**src/hdl/dense_layer_forward_unit_defines.svh**
```systemverilog
// Assertion macros shared by the dense layer forward unit.
`ifndef DENSE_LAYER_FORWARD_UNIT_DEFINES_SVH
`define DENSE_LAYER_FORWARD_UNIT_DEFINES_SVH

// same-cycle implication, off while in reset
`define DLF_ASSERT_IMP(lbl, ante, cons, msg) \
	lbl: assert property (@(posedge clk) disable iff (!arst_n) (ante) |-> (cons)) \
	else $error(msg);

// next-cycle implication, off while in reset
`define DLF_ASSERT_NXT(lbl, ante, cons, msg) \
	lbl: assert property (@(posedge clk) disable iff (!arst_n) (ante) |=> (cons)) \
	else $error(msg);

`endif

```
**src/hdl/dlf_pkg.sv**
```systemverilog
// Types and constants of the dense layer forward unit.
package dlf_pkg;
	localparam int TOK_IDX_W = 6;

	localparam logic [1:0] OP_WEIGHT = 2'd0;
	localparam logic [1:0] OP_BIAS   = 2'd1;
	localparam logic [1:0] OP_ELEM   = 2'd2;

	localparam logic [1:0] ACT_SIGMOID = 2'd0;
	localparam logic [1:0] ACT_RELU    = 2'd1;
	localparam logic [1:0] ACT_TANH    = 2'd2;

	localparam logic [1:0] REG_INPUTS  = 2'd0;
	localparam logic [1:0] REG_NEURONS = 2'd1;
	localparam logic [1:0] REG_MODE    = 2'd2;

	// e^(-1/16) in Q0.32
	localparam logic [31:0] EXP_STEP = 32'd4034748381;

	typedef struct packed {
		logic [1:0]         op;
		logic [3:0]         neuron_sel;
		logic [3:0]         input_sel;
		logic signed [15:0] value;
		logic               vector_done;
	} item_t;

	typedef struct packed {
		logic [3:0]         out_neuron;
		logic signed [15:0] activation;
		logic               last_result;
	} result_t;

	typedef struct packed {
		logic                 we_weight;
		logic                 we_bias;
		logic [3:0]           neuron_sel;
		logic [TOK_IDX_W-1:0] addr;
		logic signed [15:0]   data;
	} wr_t;

	typedef struct packed {
		logic                 valid;
		logic                 first;
		logic                 last;
		logic [TOK_IDX_W-1:0] idx;
		logic signed [15:0]   x;
	} tok_t;

	typedef struct packed {
		logic       valid;
		logic [3:0] neuron;
		logic       last;
		logic [1:0] mode;
	} act_req_t;

	typedef enum logic [1:0] {ST_IDLE, ST_FEED, ST_WAIT, ST_DRAIN} ctrl_state_t;
	typedef enum logic [2:0] {A_IDLE, A_PREP, A_EXPO, A_DIVI, A_HOLD} act_state_t;
endpackage

```
**src/hdl/dlf_act.sv**
```systemverilog
// Activation unit: rounding, ReLU, and sigmoid/tanh by exponent iteration and division.
module dlf_act #(
	parameter int AW = 38
) (
	input  logic                 clk,
	input  logic                 arst_n,
	input  dlf_pkg::act_req_t    req,
	input  logic signed [AW-1:0] acc,
	output logic                 ready,
	output dlf_pkg::result_t     result,
	output logic                 result_valid,
	input  logic                 result_ready
);
	import dlf_pkg::*;

	localparam int ZW = AW - 12;
	localparam logic signed [ZW-1:0] ZMAX = ZW'(32767);
	localparam logic signed [ZW-1:0] ZMIN = -ZW'(32768);

	act_state_t state_q, state_d;

	logic signed [AW-1:0] acc_q;
	logic [3:0]           neuron_q;
	logic                 last_q;
	logic                 relu_q;
	logic                 tanh_q;
	logic                 kge_q;
	logic [32:0]          f_q;
	logic [8:0]           cnt_q;
	logic [45:0]          rem_q;
	logic [33:0]          d_q;
	logic [3:0]           bit_q;
	logic [12:0]          quo_q;
	logic signed [15:0]   res_q;
	result_t              out_q;
	logic                 out_v_q;

	logic signed [AW-1:0] rnd;
	logic signed [ZW-1:0] z;
	logic signed [15:0]   zc;
	logic signed [15:0]   relu_val;
	logic [7:0]           k;
	logic [7:0]           m;
	logic [8:0]           steps;
	logic [63:0]          prod;
	logic [33:0]          d_new;
	logic [45:0]          num;
	logic [45:0]          trial;
	logic                 ge;
	logic [12:0]          quo_nxt;
	logic                 take;
	logic                 ld_out;

	// round to Q4.12 and form the table index
	always_comb begin
		rnd = acc_q + AW'(2048);
		z   = rnd[AW-1:12];
		if (z > ZMAX) begin
			zc = 16'sh7fff;
		end else if (z < ZMIN) begin
			zc = -16'sh8000;
		end else begin
			zc = z[15:0];
		end
		if (z < 0) begin
			relu_val = '0;
		end else begin
			relu_val = zc;
		end
		k     = {~zc[15], zc[14:8]};
		m     = k[7] ? {1'b0, k[6:0]} : (8'd128 - k);
		steps = tanh_q ? {m, 1'b0} : {1'b0, m};
	end

	// exponent step and divider setup
	always_comb begin
		prod  = 64'(f_q[31:0]) * 64'(EXP_STEP);
		d_new = 34'(f_q) + 34'h1_0000_0000;
		if (tanh_q) begin
			num = (46'(34'h1_0000_0000 - 34'(f_q)) << 12) + 46'(d_new >> 1);
		end else if (kge_q) begin
			num = (46'(1) << 44) + 46'(d_new >> 1);
		end else begin
			num = (46'(f_q) << 12) + 46'(d_new >> 1);
		end
		trial   = 46'(d_q) << bit_q;
		ge      = (rem_q >= trial);
		quo_nxt = quo_q | (13'(ge) << bit_q);
	end

	always_comb begin
		state_d = state_q;
		unique case (state_q)
			A_IDLE: if (req.valid) state_d = A_PREP;
			A_PREP: state_d = relu_q ? A_HOLD : A_EXPO;
			A_EXPO: if (cnt_q == '0) state_d = A_DIVI;
			A_DIVI: if (bit_q == '0) state_d = A_HOLD;
			A_HOLD: if (!out_v_q || result_ready) state_d = A_IDLE;
			default: state_d = A_IDLE;
		endcase
	end

	always_comb begin
		ready  = (state_q == A_IDLE);
		take   = ready && req.valid;
		ld_out = (state_q == A_HOLD) && (!out_v_q || result_ready);
	end

	always_ff @(posedge clk or negedge arst_n) begin
		if (!arst_n) begin
			state_q <= A_IDLE;
			out_v_q <= 1'b0;
		end else begin
			state_q <= state_d;
			if (ld_out) begin
				out_v_q <= 1'b1;
			end else if (result_ready) begin
				out_v_q <= 1'b0;
			end
		end
	end

	always_ff @(posedge clk) begin
		if (take) begin
			acc_q    <= acc;
			neuron_q <= req.neuron;
			last_q   <= req.last;
			relu_q   <= (req.mode == ACT_RELU);
			tanh_q   <= (req.mode == ACT_TANH);
		end
		if (state_q == A_PREP) begin
			res_q <= relu_val;
			kge_q <= k[7];
			// first multiply by the step from one is exact
			if (steps == '0) begin
				f_q   <= 33'h1_0000_0000;
				cnt_q <= '0;
			end else begin
				f_q   <= 33'(EXP_STEP);
				cnt_q <= steps - 9'd1;
			end
		end
		if (state_q == A_EXPO) begin
			if (cnt_q == '0) begin
				d_q   <= d_new;
				rem_q <= num;
				bit_q <= 4'd12;
				quo_q <= '0;
			end else begin
				f_q   <= {1'b0, prod[63:32]};
				cnt_q <= cnt_q - 9'd1;
			end
		end
		if (state_q == A_DIVI) begin
			if (ge) begin
				rem_q <= rem_q - trial;
			end
			quo_q <= quo_nxt;
			bit_q <= bit_q - 4'd1;
			if (bit_q == '0) begin
				res_q <= (tanh_q && !kge_q) ? -16'(quo_nxt) : 16'(quo_nxt);
			end
		end
		if (ld_out) begin
			out_q.out_neuron  <= neuron_q;
			out_q.activation  <= res_q;
			out_q.last_result <= last_q;
		end
	end

	assign result       = out_q;
	assign result_valid = out_v_q;
endmodule

```
**config.mk**
```make
export PLATFORM = sky130hd
export DESIGN_NAME = dlf_act
export DESIGN_NICKNAME = d
export VERILOG_FILES = /design/src/hdl/dense_layer_forward_unit_defines.svh /design/src/hdl/dlf_pkg.sv /design/src/hdl/dlf_act.sv
export SDC_FILE = /design/constraint.sdc
export NUM_CORES = 2
export LEC_CHECK = 0
export ABC_AREA = 1
export BUFFER_PORTS_ARGS = -buffer_cell sky130_fd_sc_hd__buf_2
export CAP_MARGIN = 20
export CORE_MARGIN = 2
export CORE_UTILIZATION = 50
export CTS_CLUSTER_DIAMETER = 200
export DETAILED_ROUTE_END_ITERATION = 8
export PLACE_DENSITY = 0.66
export SLEW_MARGIN = 20
export SYNTH_ARGS = -nofsm -noshare
export SYNTH_HDL_FRONTEND = slang
export SYNTH_SLANG_ARGS = --single-unit
```
**constraint.sdc**
```tcl
create_clock -name clk -period 9.17 [get_ports clk]
set_clock_uncertainty 0.05 [all_clocks]
set_input_delay 0.4585 -clock clk [delete_from_list [all_inputs] [get_ports clk]]
set_output_delay 0.4585 -clock clk [all_outputs]
set_load 0.05 [all_outputs]
```
Yosys cells after proc, flatten, opt, wreduce, memory -nomap -nowiden
Cells that the tools add are included.

word-level totals
  register bits = 226
  input port bits = 49
  output and inout bits = 23

operators by class
  add/sub/neg operators = 12
  $mul = 1
  $lt $le $gt $ge = 4
  eq/ne operators = 10
  shift-type cells = 2
  mux-type cells = 37
  bitwise gates (word level) = 2
  reductions and logical operators = 16

operators with widths
  operator                                                                           count
  46-bit 2-to-1 mux                                                                  6
  33-bit 2-to-1 mux                                                                  4
  16-bit 2-to-1 mux                                                                  7
  32-bit by 32-bit multiplier with 64-bit output, second input constant              1
  45-bit by 33-bit adder with 46-bit output                                          1
  45-bit by 33-bit adder with 46-bit output, first input constant                    1
  46-bit by 33-bit adder with 46-bit output                                          1
  46-bit >= comparator                                                               1
  34-bit by 4-bit left shift with 46-bit output                                      1
  46-bit subtractor                                                                  1
  9-bit 2-to-1 mux                                                                   5
  13-bit 2-to-1 mux                                                                  3
  38-bit by 13-bit adder with 38-bit output, second input constant                   1
  33-bit by 33-bit adder with 34-bit output, second input constant                   1
  33-bit by 33-bit subtractor with 34-bit output, first input constant               1
  26-bit by 16-bit greater-than comparator with 1-bit output, second input constant  1
  26-bit by 1-bit less-than comparator with 1-bit output, second input constant      1
  26-bit by 16-bit less-than comparator with 1-bit output, second input constant     1
  9-bit logical NOT                                                                  2
  9-bit by 1-bit subtractor with 9-bit output, second input constant                 2
  13-bit negation with 16-bit output                                                 1
  3-bit 2-to-1 mux                                                                   5
  3-bit one-hot mux with 5 select lines                                              1
  13-bit OR                                                                          1
  21 further kinds                                                                   34

Logic depth before layout (Yosys ltp)
  depth after elaboration = 13
  depth in mapped cells = 35

Worst setup path before layout
OpenSTA, ideal clock, no wires.

  kind = reg2reg
  start point = register f_q[14]
  end point = register f_q[31]
  library setup time = 58 ps
  arrival = 7155 ps
  path slack = 1907 ps
  cell stages (with the launch flop) = 31
  clock period less this slack = 7263 ps
  cells stage by stage = dfxtp_1 inv_1 fa_1 fa_1 inv_1 fa_1 inv_1 fa_1 inv_1 fa_1 fa_1 fa_1 inv_1 fa_1 inv_1 ha_1 nand2_1 inv_1 a21oi_1 inv_1 a21oi_1 o21ai_0 a21o_1 nor2_1 o221ai_1 nand3_1 o311ai_0 a31oi_1 xor2_1 nand2_1 nand2_1

on the way
  word-level cells in the longest chain between the ends = 3

RTL lines
  element                                         line            text
  from (decl)                                     dlf_act.sv:28   logic [32:0] f_q;
  from (signal assigned)                          dlf_act.sv:139  f_q <= 33'(EXP_STEP);
  from (signal assigned)                          dlf_act.sv:150  f_q <= {1'b0, prod[63:32]};
  32-bit by 32-bit multiplier with 64-bit output  dlf_act.sv:77   prod = 64'(f_q[31:0]) * 64'(EXP_STEP);
  33-bit 2-to-1 mux                               dlf_act.sv:144  if (cnt_q == '0) begin
  33-bit 2-to-1 mux                               dlf_act.sv:143  if (state_q == A_EXPO) begin

Every way passes these cells.
A chain may end at the register's enable or synchronous reset.

Worst setup path after layout
  start point = register f_q[5]
  end point = register f_q[26]

Same word-level chain as after synthesis.

==> reports/results.ini <==
[clocking]
cts_setup_buffers=0
htreeDepth=1
cts-resized-gates=0
cts.sinks=215
numCtsBuffers=28
cts-root-buf=clkbuf_16
tritoncts=built
path_clk_slew_ns=0.08
insertion_delay_ns=0.61
cts_max_path_buffers=3
cts_hold_buf=33

[layout]
multi_input_area_um2=27500
areaGrowthSynthToFinish_pct=8.06
diodes=0
n_fill_cell=6839
finalNetCount=5769
drive_gt1_frac=0.0491
regArea_um2=5400

[synthesis]
yosysTopAreaCell=fa_1
syn_nets=5669
syn-cell-area_um2=37100
ys_top_cells_by_count=1033 x inv_1, 738 x nand2_1, 537 x ha_1
ys_ff_latch=215
ys_seq_area_frac=0.145
synthArstFlopShare=0.0186
synth.top_cells.by_area=fa_1 25%, ha_1 18%, inv_1 10%
synthMostInstantiatedCell=inv_1
ys_types=59
yosysWarnings=0
synth_area_per_cell_um2=8.03
synth_ff_type=edfxtp_1
synth_top_cell_area_share=0.247
syn_inst=4624
synth_edf_count=107

[timing]
min_period_over_period=0.905
worstMarginPinSlew_ns=1.14
slew_headroom=0.231
drv_slew=0
period_minus_slack_ns=8.30
setup_viol=0
setup_tns_ns=0
finalHoldViolCount=0
max_freq_ghz=0.120
rsz0062_at_grt=no

[setup_path]
crit_family=adder cells
crit_path_max_fanout=12
end_kind=flip-flop
crit_path_start_kind=flip-flop
cp.arrival_ns=8.73
slowest_stage=dfxtp_1
worstSetupPathType=reg2reg
critical_path.max_stage_delay_ns=0.80
cp.required_ns=9.60
critPathBufInv=6

[grt]
grt_use_met3=0.0556
track_usage=0.306
grt_util_met2=0.476
grt_pass1_wl_mm=180
grt_pass1_vias=31100
global_route.usage.met1=0.430
grt_start_max_net_pins=84
grt_most_used_layer=met2
grt_antenna_before_repair=2
grt-ovfl-total=0

[detailed_routing]
drtIter0Drc=2683
ant_nets=0
first_pass_iters=6
vias=31300
drt-total-wl_mm=115
viasPerCell=5.49
drc=0
wl_per_cell_um=20.2

[die]
core_area_um2=73200
dieArea_um2=76500
ios=72
num_rows=99
dieHeight_um=277
die_w_um=277
start_util=0.507

[placement]
dp_hpwl_mm=97.0
io_buffers=60
gp_congestion=1.01

[min_path]
hold_class=in2reg

[run_status]
status=finished, final reports clean

[run]
drv_cap=0

worst register-to-register path: cells and delay by family, from the launching register on:
kind	cells	cell delay [ns]
AO/OA/AOI/OAI	8	1.58
flip-flops	1	0.80
AND/OR/NAND/NOR	5	0.71
adder cells (fa/ha/maj)	9	4.27
buffers and inverters	6	0.75
routing by layer:
| layer | wire length, µm | vias up |
|---|---|---|
| li1 | - | 15000 |
| met1 | 49900 | 15000 |
| met2 | 50900 | 1139 |
| met3 | 9940 | 225 |
| met4 | 4650 | 0 |
| met5 | 0 | - |
layout by cell type (no fill, tap or decap), types with 11 or more instances in the layout:
master,Yosys,layout
nor2_2,10,11
nand4_1,32,32
nor2_1,273,271
a22oi_1,11,11
edfxtp_1,107,107
o22ai_1,11,11
o21ai_1,18,18
o221ai_1,12,12
xnor2_1,53,53
ha_1,537,537
fa_1,459,459
mux2i_1,17,17
or2_2,19,19
dlygate4sd3_1,0,33
nand2_1,738,738
o21a_1,17,17
xor2_1,108,108
o21ai_0,293,293
buf_2,3,60
a31oi_1,40,40
buf_4,0,59
o21bai_1,13,13
dfxtp_1,104,104
nor4_1,11,11
nand3_1,144,144
inv_1,1033,1032
clkbuf_16,0,30
nor3_1,24,23
a21oi_1,325,325
a21o_1,23,23
o211ai_1,21,21
path summary, 6_finish.rpt:
kind | from | end | slack, ns | depth (start not counted)
max | f_q[5] | f_q[26] | 0.87 | 28
min | result_ready | result_valid | 0.05 | 2
max reg2reg | f_q[5] | f_q[26] | 0.87 | 28
min reg2reg | neuron_q[1] | result[18] | 0.37 | 0
max in group asynchronous | arst_n | state_q[2] | 8.77 | 2
min in group asynchronous | arst_n | state_q[1] | 0.17 | 2
flip-flops by register name, indices dropped and copies added, names as in the netlist, 3 cells and up:
name      cells
state_q       3
neuron_q      4
d_q          34
acc_q        27
res_q        16
cnt_q         9
rem_q        46
quo_q        13
result       21
f_q          33
bit_q         4
per-stage QoR:
stage                     instance area (µm²)  setup slack [ns]  hold WS, ns  utilization  instances
after floorplan                         37100              1.91        0.113            -       4624
after detailed placement                38800             0.941        0.219        0.529       5619
final                                   40100             0.868       0.0500        0.548       5705
after CTS                               40100             0.898      0.00621        0.548       5704
after global placement                  38800             0.933        0.221        0.529       5619
after global routing                    40100             0.427       0.0631        0.548       5705
cells by family after synthesis:
family,after synthesis,share of synthesized area
multiplexers,17,0.00458
AO/OA/AOI/OAI,824,0.124
flip-flops,215,0.145
AND/OR/NAND/NOR,1288,0.146
XOR/XNOR,162,0.0384
adder cells (fa/ha/maj),996,0.428
buffers and inverters,1122,0.114
layout make-up:
cell class	count	area share
Clock buffer	32	0.0189
Timing Repair Buffer	153	0.0274
Multi-Input combinational cell	3287	0.686
Sequential cell	215	0.134
Inverter	1039	0.0972
Clock inverter	20	0.00661
Tap cell	959	0.0299
Power is not shown: default switching activity piles up to over one toggle a cycle in this logic, so the estimate is an artifact.
