<file path="config.mk">
export PLATFORM = sky130hd
export DESIGN_NAME = dlf_cell
export DESIGN_NICKNAME = d
export VERILOG_FILES = /design/src/hdl/dense_layer_forward_unit_defines.svh /design/src/hdl/dlf_pkg.sv /design/src/hdl/dlf_cell.sv
export SDC_FILE = /design/constraint.sdc
export NUM_CORES = 1
export LEC_CHECK = 0
export BUFFER_PORTS_ARGS = -buffer_cell sky130_fd_sc_hd__buf_2
export CAP_MARGIN = 20
export CORE_MARGIN = 3
export CORE_UTILIZATION = 58
export CTS_CLUSTER_DIAMETER = 120
export DETAILED_ROUTE_END_ITERATION = 10
export PLACE_DENSITY = 0.87
export SYNTH_ARGS = -nofsm -noshare
export SYNTH_HDL_FRONTEND = slang
export SYNTH_SLANG_ARGS = --single-unit
</file>
<file path="constraint.sdc">
create_clock -name clk -period 13.5 [get_ports clk]
set_clock_uncertainty 0.2 [all_clocks]
set_input_delay 0.675 -clock clk [delete_from_list [all_inputs] [get_ports clk]]
set_output_delay 0.675 -clock clk [all_outputs]
set_load 0.03 [all_outputs]
</file>
<file path="src/hdl/dense_layer_forward_unit_defines.svh">
// Assertion macros shared by the dense layer forward unit.
`ifndef DENSE_LAYER_FORWARD_UNIT_DEFINES_SVH
`define DENSE_LAYER_FORWARD_UNIT_DEFINES_SVH

// same-cycle implication, off while in reset
`define DLF_ASSERT_IMP(lbl, ante, cons, msg) \
	lbl: assert property (@(posedge clk) disable iff (!arst_n) (ante) |-> (cons)) \
	else $error(msg);

// next-cycle implication, off while in reset
`define DLF_ASSERT_NXT(lbl, ante, cons, msg) \
	lbl: assert property (@(posedge clk) disable iff (!arst_n) (ante) |=> (cons)) \
	else $error(msg);

`endif

</file>
<file path="src/hdl/dlf_pkg.sv">
// Types and constants of the dense layer forward unit.
package dlf_pkg;
	localparam int TOK_IDX_W = 6;

	localparam logic [1:0] OP_WEIGHT = 2'd0;
	localparam logic [1:0] OP_BIAS   = 2'd1;
	localparam logic [1:0] OP_ELEM   = 2'd2;

	localparam logic [1:0] ACT_SIGMOID = 2'd0;
	localparam logic [1:0] ACT_RELU    = 2'd1;
	localparam logic [1:0] ACT_TANH    = 2'd2;

	localparam logic [1:0] REG_INPUTS  = 2'd0;
	localparam logic [1:0] REG_NEURONS = 2'd1;
	localparam logic [1:0] REG_MODE    = 2'd2;

	// e^(-1/16) in Q0.32
	localparam logic [31:0] EXP_STEP = 32'd4034748381;

	typedef struct packed {
		logic [1:0]         op;
		logic [3:0]         neuron_sel;
		logic [3:0]         input_sel;
		logic signed [15:0] value;
		logic               vector_done;
	} item_t;

	typedef struct packed {
		logic [3:0]         out_neuron;
		logic signed [15:0] activation;
		logic               last_result;
	} result_t;

	typedef struct packed {
		logic                 we_weight;
		logic                 we_bias;
		logic [3:0]           neuron_sel;
		logic [TOK_IDX_W-1:0] addr;
		logic signed [15:0]   data;
	} wr_t;

	typedef struct packed {
		logic                 valid;
		logic                 first;
		logic                 last;
		logic [TOK_IDX_W-1:0] idx;
		logic signed [15:0]   x;
	} tok_t;

	typedef struct packed {
		logic       valid;
		logic [3:0] neuron;
		logic       last;
		logic [1:0] mode;
	} act_req_t;

	typedef enum logic [1:0] {ST_IDLE, ST_FEED, ST_WAIT, ST_DRAIN} ctrl_state_t;
	typedef enum logic [2:0] {A_IDLE, A_PREP, A_EXPO, A_DIVI, A_HOLD} act_state_t;
endpackage

</file>
<file path="src/hdl/dlf_cell.sv">
// One neuron cell: weight row, bias and multiply-accumulate; passes input tokens on.
module dlf_cell #(
	parameter int IDX        = 0,
	parameter int MAX_INPUTS = 16,
	parameter int AW         = 38
) (
	input  logic                 clk,
	input  logic                 arst_n,
	input  dlf_pkg::wr_t         wr,
	input  dlf_pkg::tok_t        tok_in,
	output dlf_pkg::tok_t        tok_out,
	output logic signed [AW-1:0] acc
);
	import dlf_pkg::*;

	localparam int IW = (MAX_INPUTS > 1) ? $clog2(MAX_INPUTS) : 1;

	logic signed [15:0]   wmem [MAX_INPUTS];
	logic signed [15:0]   bias_q;
	logic signed [15:0]   w_s1;
	tok_t                 tok_s1;
	logic                 v_s2;
	logic                 first_s2;
	logic signed [31:0]   prod_s2;
	logic signed [AW-1:0] acc_q;
	logic signed [AW-1:0] bias_ext;
	logic signed [AW-1:0] prod_ext;
	logic                 hit;

	assign hit      = (32'(wr.neuron_sel) == IDX);
	assign bias_ext = AW'(bias_q);
	assign prod_ext = AW'(prod_s2);

	always_ff @(posedge clk or negedge arst_n) begin
		if (!arst_n) begin
			tok_s1 <= '0;
			v_s2   <= 1'b0;
		end else begin
			tok_s1 <= tok_in;
			v_s2   <= tok_s1.valid;
		end
	end

	always_ff @(posedge clk) begin
		if (wr.we_weight && hit) begin
			wmem[wr.addr[IW-1:0]] <= wr.data;
		end
		if (wr.we_bias && hit) begin
			bias_q <= wr.data;
		end
		w_s1     <= wmem[tok_in.idx[IW-1:0]];
		first_s2 <= tok_s1.first;
		prod_s2  <= tok_s1.x * w_s1;
		// first product seeds the sum with the bias in Q8.24
		if (v_s2) begin
			acc_q <= first_s2 ? ((bias_ext <<< 12) + prod_ext) : (acc_q + prod_ext);
		end
	end

	assign tok_out = tok_s1;
	assign acc     = acc_q;
endmodule

</file>
# == Yosys cells after proc, flatten, opt, wreduce, memory -nomap -nowiden ==
# Memories as Yosys holds them, arrays and structs flattened. A register that Yosys moved wholly into a read port is not among the register bits.
# Index checks and enable logic that the tools add are counted.
# classes
n_reduce_logical,3
mul,1
addsub,2
mux,3
# ops
cell,count
$add A38 B32 Y38,1
$mux W38,1
$add A28 B32 Y33,1
$mul A16 B16 Y32,1
$logic_not A4 Y1,1
$logic_and A1 B1 Y1,2
$mux W1,2
# totals
elab_cells,20
mem_count,1
output_inout_bits,63
in_bits,55
register_bits,113
mem_bits_rw,256
# mem_list
memory,words,width,rd,rd_clocked_by_memory_dff,wr,line,text
wmem,16,16,1,1,1,dlf_cell.sv:18,logic signed [15:0] wmem [MAX_INPUTS];

# == Longest topological paths before layout ==
# Gate-level depths: netlist of run 1.
# depth
ltp_word,4
mapped_depth,23
depth_no_buf,22

# == Worst setup path after synthesis of run 1 ==
# No wires, ideal clock.
# synth_timing
kind,reg-to-reg
start,register tok_s1 (netlist bit tok_out[11])
end,register prod_s2[28]
t_arrival_ps,6096
path_stages_with_launch,21
path_buffers,1
required_time_ps,13238
slack_ps,7142
synth_period_minus_slack_ps,6358
setup_time_ps,62
cell_sequence,dfrtp_1 -> clkbuf_1 -> nand2_1 -> fa_1 -> fa_1 -> inv_1 -> fa_1 -> inv_1 -> fa_1 -> fa_1 -> fa_1 -> inv_1 -> ha_1 -> a21oi_2 -> o21ai_2 -> o41ai_4 -> o311ai_1 -> a221o_1 -> o21a_1 -> a2111o_1 -> nand3_1
# synth_between
elab_chain_cells,1
# synth_rtl
element,line,text
start: declaration,dlf_cell.sv:21,tok_t tok_s1;
start signal: assignment,dlf_cell.sv:39,tok_s1 <= tok_in;
$mul A16 B16 Y32,dlf_cell.sv:53,prod_s2 <= tok_s1.x * w_s1;
end signal: assignment,dlf_cell.sv:53,
end: declaration,dlf_cell.sv:24,logic signed [31:0] prod_s2;
# Every way passes these cells.
# A chain may end at the register's enable or synchronous reset.

# == Worst setup path in the final report of run 1 ==
# layout_timing
start,register tok_s1 (netlist bit tok_out[11])
end,register prod_s2[31]
# The elaborated chain is that of the path after synthesis.

==> impl_results.md, run 1 <==
- Die height: 217 um
- # IOs: roughly 120
- R2r worst-path depth: 19
- Port bufs: ~120
- Post-synth top cells: 319 x inv_1, 310 x edfxtp_1, 264 x fa_1
- Post-synthesis instance total: between 2,000 and 2,500
- Final nets: about 2,700
- Post_cts resized: 0
- Post-Layout Cell Count: about 2,800
- Endpoints failing hold: 0
- Crit end category: register
- Outcome: finished clean
- Critical path class: reg2reg
- Syn_nets: around 2,500
- Distinct cell type count after synthesis: slightly below 70
- Post-synth top area share: 35.9%
- Yosys reg bits: 385
- Remaining Overflow, GRT: 0
- DR WL/cell: between 20 and 25 um
- Multiplexer share of the synthesized area: between 7 and 8%
- Area delta synth->final: 11.2%
- Adder-cell share of the synthesized area: between 20 and 30%
- Compound-Gate Fraction of Synth Area: between 6 and 7%
- Maximum net fanout on the critical path: 17
- Post-DP HPWL: between 40,000 and 50,000 um
- Root Buffer: clkbuf_16
- Count leader, synth: inv_1
- Hold depth: 1
- DRC viols: 0
- Tmin final: 7.03 ns
- Post-synth top area cell: edfxtp_1
- YS warnings: 0
- Num CTS Buffers: 41
- Final hold slack: ~0.023 ns
- Worst setup margin: around 6.5 ns
- Slew Viols, Final: 0
- Top FF cell, synth: edfxtp_1
- Layout cell share with drive strength beyond 1: between 10% and 20%
- Remaining antenna violation count after routing: 0
- Arr. time, crit path: between 7 and 8 ns
- Row cnt: 76
- Req. time, crit path: 13.73 ns
- Synth Area per Inst: between 10 and 15 um2
- Synth top area cells: edfxtp_1 36%, fa_1 20%, mux4_2 7.0%
- Cells after DPL: 2,721
- Drt initial violations: roughly 1,500
- Slew @ Worst Pin: 1.17 ns
- Setup violations, final: 0
- Via density: between 6 and 7
- Worst Hold Class: in2reg
- Post-Synth XOR/XNOR Area: 2.43%
- GP Congestion: 0.909
- Cell Area, Synth: between 0.02 and 0.03 mm2
- Startpoint types: register
- Initial antenna violation count: 1
- Routed vias: between 15,000 and 20,000
- Pre-CTS WS: 6.54 ns
- EDFF count, synth: 310
- Vias in the first global route: about 18,000
- Final worst-path cycle share: about 52%
- Unrepaired setup endpoints after global routing: false
- Largest net degree at the start of global routing: 80
- WL final: approximately 63,000 um
- Deepest clock path buffer count: 3
- Core Box Area: approximately 0.044 mm2
- Die area: around 0.047 mm2
- Pre-antenna DRT Iters: 6
- Fmax: 142 MHz
- Rel. slew slack: between 20% and 30%
- All-Layer GR Usage: between 20% and 30%
- Fillers: 2,907
- Die X: approximately 220 um
- Post-Synth Simple-Gate Area: a little under a tenth
- Clk slew on worst S/H paths: roughly 0.06 ns
- Number of H-tree levels: 2
- Total clock sinks: just under 400
- Global-route wire length before repair: 101,000 um
- Asr flop ratio synth: 6.75%
- Max cap viols: 0
- Initial Utilization: between 50% and 60%
- Clk Latency, worst-skew pair: 0.59 ns
- Seq/Total Area, Yosys: between 40% and 50%
- Main combinational cell family by area after synthesis: adder cells
- Total negative slack: 0 ns
- CTS tree: built
## path summary, 6_finish.rpt
check	start	end	slack, ns
worst max-delay path	tok_out[11]	prod_s2[31]	6.47
worst min-delay path	tok_in[23]	tok_out[23]	0.02
worst max register to register	tok_out[11]	prod_s2[31]	6.47
worst min register to register	tok_out[23]	first_s2	0.17
max in group asynchronous	arst_n	tok_out[21]	12.47
min in group asynchronous	arst_n	tok_out[24]	0.04
## flip-flops by register name, indices dropped and copies added (netlist names)
signal	cells
first_s2	1
tok_out	25
wmem	256
prod_s2	32
acc	38
w_s1	16
v_s2	1
bias_q	16
## cells in the final DEF (no fill, tap or decap), types with 23 or more instances in the layout
master,netlist,final
nand2_1,183,183
dfrtp_1,26,26
clkbuf_16,0,42
and2_1,120,120
inv_1,319,319
xnor2_1,41,41
edfxtp_1,310,310
ha_1,139,139
xor2_1,31,31
buf_2,6,114
dfxtp_1,49,48
fa_1,264,264
nor2_1,72,72
a21oi_1,75,75
mux4_2,80,80
a21o_1,23,23
o21ai_0,62,62
## cells by family (layout without fill, tap and decap cells)
family                     count (synthesis)  count (layout)
and+or+nand+nor                          480             480
xor gates and xnor gates                  72              72
adders and majority gates                403             403
buffers and inverters                    379             544
AOI/OAI and AO/OA                        258             258
DFF                                      385             385
muxes                                     88              88
other                                      0               1
## per-stage QoR
step                area (um2)  util (%)
floorplan                25900         -
global placement         27200      62.2
detailed placement       27200      62.2
CTS                      28800      66.0
global route             28800      66.0
finish                   28800      66.0
## layer usage
metal	vias up	GRT usage, %	wire length (um)
li1	7316	-	-
met1	8634	33.7	22800
met2	849	49.1	33100
met3	199	4.69	4480
met4	0	11.2	2770
met5	-	0	0
## critical path, cell delays in order (launching register included)
cell	delay (ns)
dfrtp_1	0.88
nand2_1	0.17
fa_1	0.55
fa_1	0.55
inv_1	0.05
fa_1	0.51
inv_1	0.06
fa_1	0.57
fa_1	0.46
fa_1	0.51
inv_1	0.05
ha_1	0.36
nand4_1	0.13
or2_2	0.33
or3_1	0.40
a211o_1	0.35
a21oi_2	0.21
nor2_1	0.08
a21oi_1	0.20
xnor2_1	0.25
## what timing repair did
| item | CTS | global route |
|---|---|---|
| hold endpoints to repair | 17 | 0 |
| hold buffers | 17 | 0 |
| endpoints found under the setup margin | 0 | 0 |
| buffers inserted | 0 | 0 |
## layout make-up
class	instances	area [um2]	area share, %
repair buffers	149	896	3.11
inverters	319	1200	4.16
multi-input cells	1301	13600	47.2
clock buffers	50	1110	3.86
flip-flops and latches	385	10900	38.0
clock inverters	26	345	1.20
diodes	1	2.50	0.00868
well taps	585	732	2.54
Power of run 1 is not shown: default switching activity piles up to over one toggle a cycle in this logic, so the estimate is an artifact.
==> inputs of run 2 (changes only) <==
CORE_UTILIZATION = 57   (was 58)
PLACE_DENSITY = 0.89   (was 0.87)
clock period = 6.3 ns   (was 13.5 ns; I/O delays follow)
==> impl_results.md, run 2 (synthesis gave the netlist of run 1 again) <==
- Initial antenna violation count: 5 (was 1)
- Vias in the first global route: 18,800 (was 18,500)
- Port bufs: 115 (unchanged)
- Final nets: 2,750 (was 2,655)
- Layout cell share with drive strength beyond 1: 18.0% (was 13.4%)
- All-Layer GR Usage: 27.9% (was 27.6%)
- Final hold slack: 0.0505 ns (was 0.0232 ns)
- Pre-antenna DRT Iters: 5 (was 6)
- Die area: 0.0481 mm2 (was 0.0473 mm2)
- Routed vias: 17,500 (was 17,000)
- M2 GR Usage: 49.0% (was 49.1%)
- Clk slew on worst S/H paths: 0.06 ns (about the same)
- Startpoint types: register (unchanged)
- Outcome: finished clean (unchanged)
- Endpoints failing hold: 0 (unchanged)
- Tmin final: 6.29 ns (was 7.03 ns)
- Post-DP HPWL: 46,300 um (was 44,200 um)
- Critical path class: reg2reg (unchanged)
- Slew Viols, Final: 0 (unchanged)
- Rel. slew slack: 32.4% (was 22.0%)
- Worst Hold Class: in2reg (unchanged)
- # IOs: 118 (unchanged)
- Commonest non-fill, non-tap cells in the layout: 314 x inv_1, 310 x edfxtp_1, 256 x fa_1 (was 319 x inv_1, 310 x edfxtp_1, 264 x fa_1)
- Die X: 219 um (was 217 um)
- GP Congestion: 0.941 (was 0.909)
- Core Box Area: 0.0446 mm2 (was 0.0436 mm2)
- Area delta synth->final: 14.2% (was 11.2%)
- Global-route wire length before repair: 103,000 um (was 101,000 um)
- Post-place instance area: 0.0276 mm2 (was 0.0272 mm2)
- DR WL/cell: 22.7 um (was 22.4 um)
- Largest net degree at the start of global routing: 80 (unchanged)
- Met3 Use GR: 4.93% (was 4.69%)
- Arr. time, crit path: 6.58 ns (was 7.25 ns)
- Largest register FFs: 256 (unchanged)
- Final worst-path cycle share: 99.8% (was 52.1%)
- Num CTS Buffers: 39 (was 41)
- Clk Latency, worst-skew pair: 0.57 ns (was 0.59 ns)
- WL final: 66,300 um (was 63,100 um)
- Crit end category: register (unchanged)
- Remaining antenna violation count after routing: 0 (unchanged)
- Via density: 6.00 (was 6.04)
- Most common cell after layout, fill and taps aside: inv_1 (unchanged)
- Design Area, Final: 0.0296 mm2 (was 0.0288 mm2)
- Slew @ Worst Pin: 1.01 ns (was 1.17 ns)
- Req. time, crit path: 6.59 ns (was 13.73 ns)
- Unrepaired setup endpoints after global routing: true (was false)
- Global route hottest layer: met2 (unchanged)
- Setup violations, final: 0 (unchanged)
- Max cap viols: 0 (unchanged)
- Number of H-tree levels: 2 (unchanged)
- Deepest clock path buffer count: 3 (unchanged)
- Final design utilization: 66.4% (was 66.0%)
- DRC viols: 0 (unchanged)
- Met1 global-route usage: 34.0% (was 33.7%)
- CTS tree: built (unchanged)
- Total clock sinks: 385 (unchanged)
- Fmax: 159 MHz (was 142 MHz)
- Initial Utilization: 58.1% (was 59.4%)
- Remaining Overflow, GRT: 0 (unchanged)
- Die height: 219 um (was 217 um)
- Row cnt: 77 (was 76)
- Drt initial violations: 1,550 (was 1,456)
- Root Buffer: clkbuf_16 (unchanged)
- Maximum net fanout on the critical path: 5 (was 17)
[run 2: changes by cell type in the layout (fill, tap and decap cells not counted), sizes merged]
cell / delta
clkbuf: +1
buf: +75
dlygate4sd3: +22
diode: +1
inv: -5
bufinv: -5
clkinv: +5
[run 2: final cells by class]
cell class / count / area (um2)
fillers: 2906 / 15000
multi-input cells: 1301 / 13700
flip-flops and latches: 385 / 11000
repair buffers: 246 / 1720
inverters: 319 / 1200
clock buffers: 51 / 1050
well taps: 592 / 741
clock inverters: 21 / 175
diodes: 2 / 5.00
[run 2: routing by layer]
| layer | share of wire [%] | up-vias |
|---|---|---|
| met5 | 0.051 | - |
| met4 | 5.0 | 6 |
| met3 | 7.7 | 250 |
| met2 | 52 | 949 |
| met1 | 36 | 8802 |
| li1 | - | 7494 |
[run 2: worst max-delay path, cell delays in order (launching register included)]
cell      delay (ns)
dfrtp_2         0.47
buf_12          0.16
nand2_1         0.10
fa_1            0.49
fa_1            0.53
inv_1           0.06
fa_1            0.49
inv_1           0.05
fa_1            0.47
fa_1            0.52
fa_1            0.56
inv_2           0.05
ha_4            0.22
a21oi_2         0.14
o21ai_2         0.09
o41ai_4         0.38
o311ai_2        0.18
a221o_1         0.35
o21a_1          0.24
a2111o_1        0.40
nand3_1         0.07
[run 2: final timing paths]
kind / from / to / slack, ns / depth (start not counted)
worst min register to register: tok_out[23] / first_s2 / 0.17 / 0
max in group asynchronous: arst_n / tok_out[2] / 5.07 / 2
worst max register to register: tok_out[10] / prod_s2[28] / 0.01 / 20
min in group asynchronous: arst_n / tok_out[7] / 0.22 / 2
worst max-delay path: tok_out[10] / prod_s2[28] / 0.01 / 20
worst min-delay path: tok_in[18] / tok_out[18] / 0.05 / 1
[run 2: per-stage QoR]
step	TNS [ns]	worst slack (ns)	instances
final	0	0.0104	2917
after global routing	-0.420	-0.133	2915
after CTS	0	0.0103	2899
after detailed placement	-0.0687	-0.0380	2788
after global placement	0	0.0513	2788
after floorplan	0	0.0126	2065
[run 2: what timing repair did]
action	4_1_cts	5_1_grt
buffers inserted	0	17
pin swaps	0	37
hold buffers	39	0
endpoints found under the setup margin	4	9
resized for setup	10	58
hold endpoints to repair	320	0
Power of run 2 is left out for the same reason.
==> inputs of run 3 (changes only) <==
SETUP_SLACK_MARGIN = 0.4   (was not set)
==> impl_results.md, run 3 (synthesis gave the netlist of run 1 again) <==
- Fmax: 158 MHz (was 159 MHz)
- Final hold slack: 0.0232 ns (was 0.0505 ns)
- Hold depth: 1 (unchanged)
- WL final: 69,200 um (was 66,300 um)
- Most frequent CP cell: fa_1 (unchanged)
- All-Layer GR Usage: 28.1% (was 27.9%)
- Tmin final: 6.33 ns (was 6.29 ns)
- Total clock sinks: 385 (unchanged)
- Req. time, crit path: 6.60 ns (was 6.59 ns)
- Most common cell after layout, fill and taps aside: edfxtp_1 (was inv_1)
- Hold EP: tok_out[18] (unchanged)
- Remaining Overflow, GRT: 0 (unchanged)
- Worst reg2reg path endpoint: prod_s2[28] (unchanged)
- Num CTS Buffers: 40 (was 39)
- Clk Latency, worst-skew pair: 0.56 ns (was 0.57 ns)
- Row cnt: 77 (unchanged)
- Crit end category: register (unchanged)
- Outcome: complete, but fails checks (was finished clean)
- Port bufs: 115 (unchanged)
- Endpoints failing hold: 0 (unchanged)
- Slowest CP cell: fa_1 (unchanged)
- Clk slew on worst S/H paths: 0.06 ns (about the same)
- Delay-heaviest family, CP: adder cells (unchanged)
- Initial antenna violation count: 4 (was 5)
- Post-place instance area: 0.0275 mm2 (was 0.0276 mm2)
- Routed vias: 18,000 (was 17,500)
- Number of H-tree levels: 2 (unchanged)
- Slew Viols, Final: 0 (unchanged)
- Layout cell share with drive strength beyond 1: 20.9% (was 18.0%)
- Reg2reg setup slack: -0.03 ns (was 0.01 ns)
- Max cap viols: 0 (unchanged)
- Rel. slew slack: 37.2% (was 32.4%)
- R2r startpoint: w_s1[1] (was tok_out[10])
- Initial Utilization: 58.1% (unchanged)
- Die height: 219 um (unchanged)
- Die area: 0.0481 mm2 (unchanged)
- Final worst-path cycle share: 101% (was 99.8%)
- R2r worst-path depth: 19 (was 20)
- Global-route wire length before repair: 104,000 um (was 103,000 um)
- Root Buffer: clkbuf_16 (unchanged)
- Design Area, Final: 0.0300 mm2 (was 0.0296 mm2)
- DRC viols: 0 (unchanged)
- Unrepaired setup endpoints after global routing: true (unchanged)
- GP Congestion: 0.939 (was 0.941)
- Largest register FFs: 256 (unchanged)
- Final design utilization: 67.3% (was 66.4%)
- Worst setup margin: -0.0337 ns (was 0.0104 ns)
- Final nets: 2,771 (was 2,750)
- Setup violations, final: 1 (was 0)
- Pre-CTS WS: -0.0338 ns (was -0.0380 ns)
- Commonest non-fill, non-tap cells in the layout: 310 x edfxtp_1, 304 x inv_1, 253 x fa_1 (was 314 x inv_1, 310 x edfxtp_1, 256 x fa_1)
- Vias in the first global route: 19,000 (was 18,800)
- Maximum net fanout on the critical path: 10 (was 5)
- Pre-antenna DRT Iters: 5 (unchanged)
- Area delta synth->final: 15.9% (was 14.2%)
- Critical path class: reg2reg (unchanged)
- Post-DP HPWL: 44,800 um (was 46,300 um)
- Min-Delay Startpoint: tok_in[18] (unchanged)
- Remaining antenna violation count after routing: 0 (unchanged)
- Largest net degree at the start of global routing: 80 (unchanged)
- # IOs: 118 (unchanged)
- Arr. time, crit path: 6.63 ns (was 6.58 ns)
- DR WL/cell: 23.5 um (was 22.7 um)
- Deepest clock path buffer count: 3 (unchanged)
- Max stage delay on crit path: 0.56 ns (about the same)
- CTS tree: built (unchanged)
- Violated checks: negative setup slack
- Fillers: 2,749 (was 2,906)
- Die X: 219 um (unchanged)
- Via density: 6.11 (was 6.00)
- Slew @ Worst Pin: 0.942 ns (was 1.01 ns)
- Startpoint types: register (unchanged)
- Worst path bufs/invs: 3 (was 4)
- Core Box Area: 0.0446 mm2 (unchanged)
- Worst Hold Class: in2reg (unchanged)
- CP cell instances: nand2_1 -> fa_1 -> fa_1 -> inv_1 -> fa_1 -> inv_1 -> fa_1 -> fa_1 -> fa_1 -> inv_2 -> ha_4 -> a21oi_4 -> o21ai_4 -> o41ai_4 -> o311ai_2 -> a221o_1 -> o21a_1 -> a2111o_1 -> nand3_2 (was buf_12 -> nand2_1 -> fa_1 -> fa_1 -> inv_1 -> fa_1 -> inv_1 -> fa_1 -> fa_1 -> fa_1 -> inv_2 -> ha_4 -> a21oi_2 -> o21ai_2 -> o41ai_4 -> o311ai_2 -> a221o_1 -> o21a_1 -> a2111o_1 -> nand3_1)
- Drt initial violations: 1,876 (was 1,550)
run 3: worst max path at each step:
stage          startpoint     endpoint  slack [ns]  cells past startpoint
4_1_cts        tok_out[5]  prod_s2[31]        0.12                     21
3_5_place_dp      w_s1[3]  prod_s2[27]       -0.03                     18
3_3_place_gp      w_s1[5]  prod_s2[28]        0.08                     19
6_report          w_s1[1]  prod_s2[28]       -0.03                     19
2_1_floorplan  tok_out[7]  prod_s2[28]        0.32                     22
5_1_grt        tok_out[9]  prod_s2[31]       -0.15                     22
run 3: layout make-up:
type | instances | area (um2) | area share, %
clock inverters | 22 | 206 | 0.687
diodes | 2 | 5.00 | 0.0167
inverters | 319 | 1200 | 3.99
multi-input cells | 1301 | 13900 | 46.4
repair buffers | 266 | 1900 | 6.34
clock buffers | 51 | 1050 | 3.50
flip-flops and latches | 385 | 11000 | 36.6
well taps | 592 | 741 | 2.47
run 3: through the flow:
step	TNS (ns)	instances
final	-0.0337	2938
after global routing	-0.554	2936
after CTS	0	2905
after detailed placement	-0.0338	2764
after global placement	0	2764
after floorplan	0	2065
run 3: what timing repair did:
item / in CTS / in global routing
gates resized for setup: 42 / 75
endpoints found under the hold margin: 321 / 0
gates cloned: 0 / 0
hold buffers: 40 / 0
setup endpoints to repair: 15 / 15
pin swaps: 22 / 57
setup buffers: 28 / 30
run 3: per-layer routing:
metal  wire length, um  vias to the layer above  GRT usage [%]
li1                  -                     7531              -
met1             23800                     8968           34.5
met2             35100                     1096           49.0
met3              5840                      353           4.82
met4              4400                        4           12.6
met5                32                        -              0
run 3: worst register-to-register path, stage by stage (launching register included):
cell	delay, ns
dfxtp_2	0.53
nand2_1	0.13
fa_1	0.49
fa_1	0.57
inv_1	0.06
fa_1	0.55
inv_1	0.07
fa_1	0.50
fa_1	0.43
fa_1	0.56
inv_2	0.06
ha_4	0.24
a21oi_4	0.17
o21ai_4	0.09
o41ai_4	0.34
o311ai_2	0.17
a221o_1	0.36
o21a_1	0.24
a2111o_1	0.45
nand3_2	0.07
Power of run 3 is left out for the same reason.
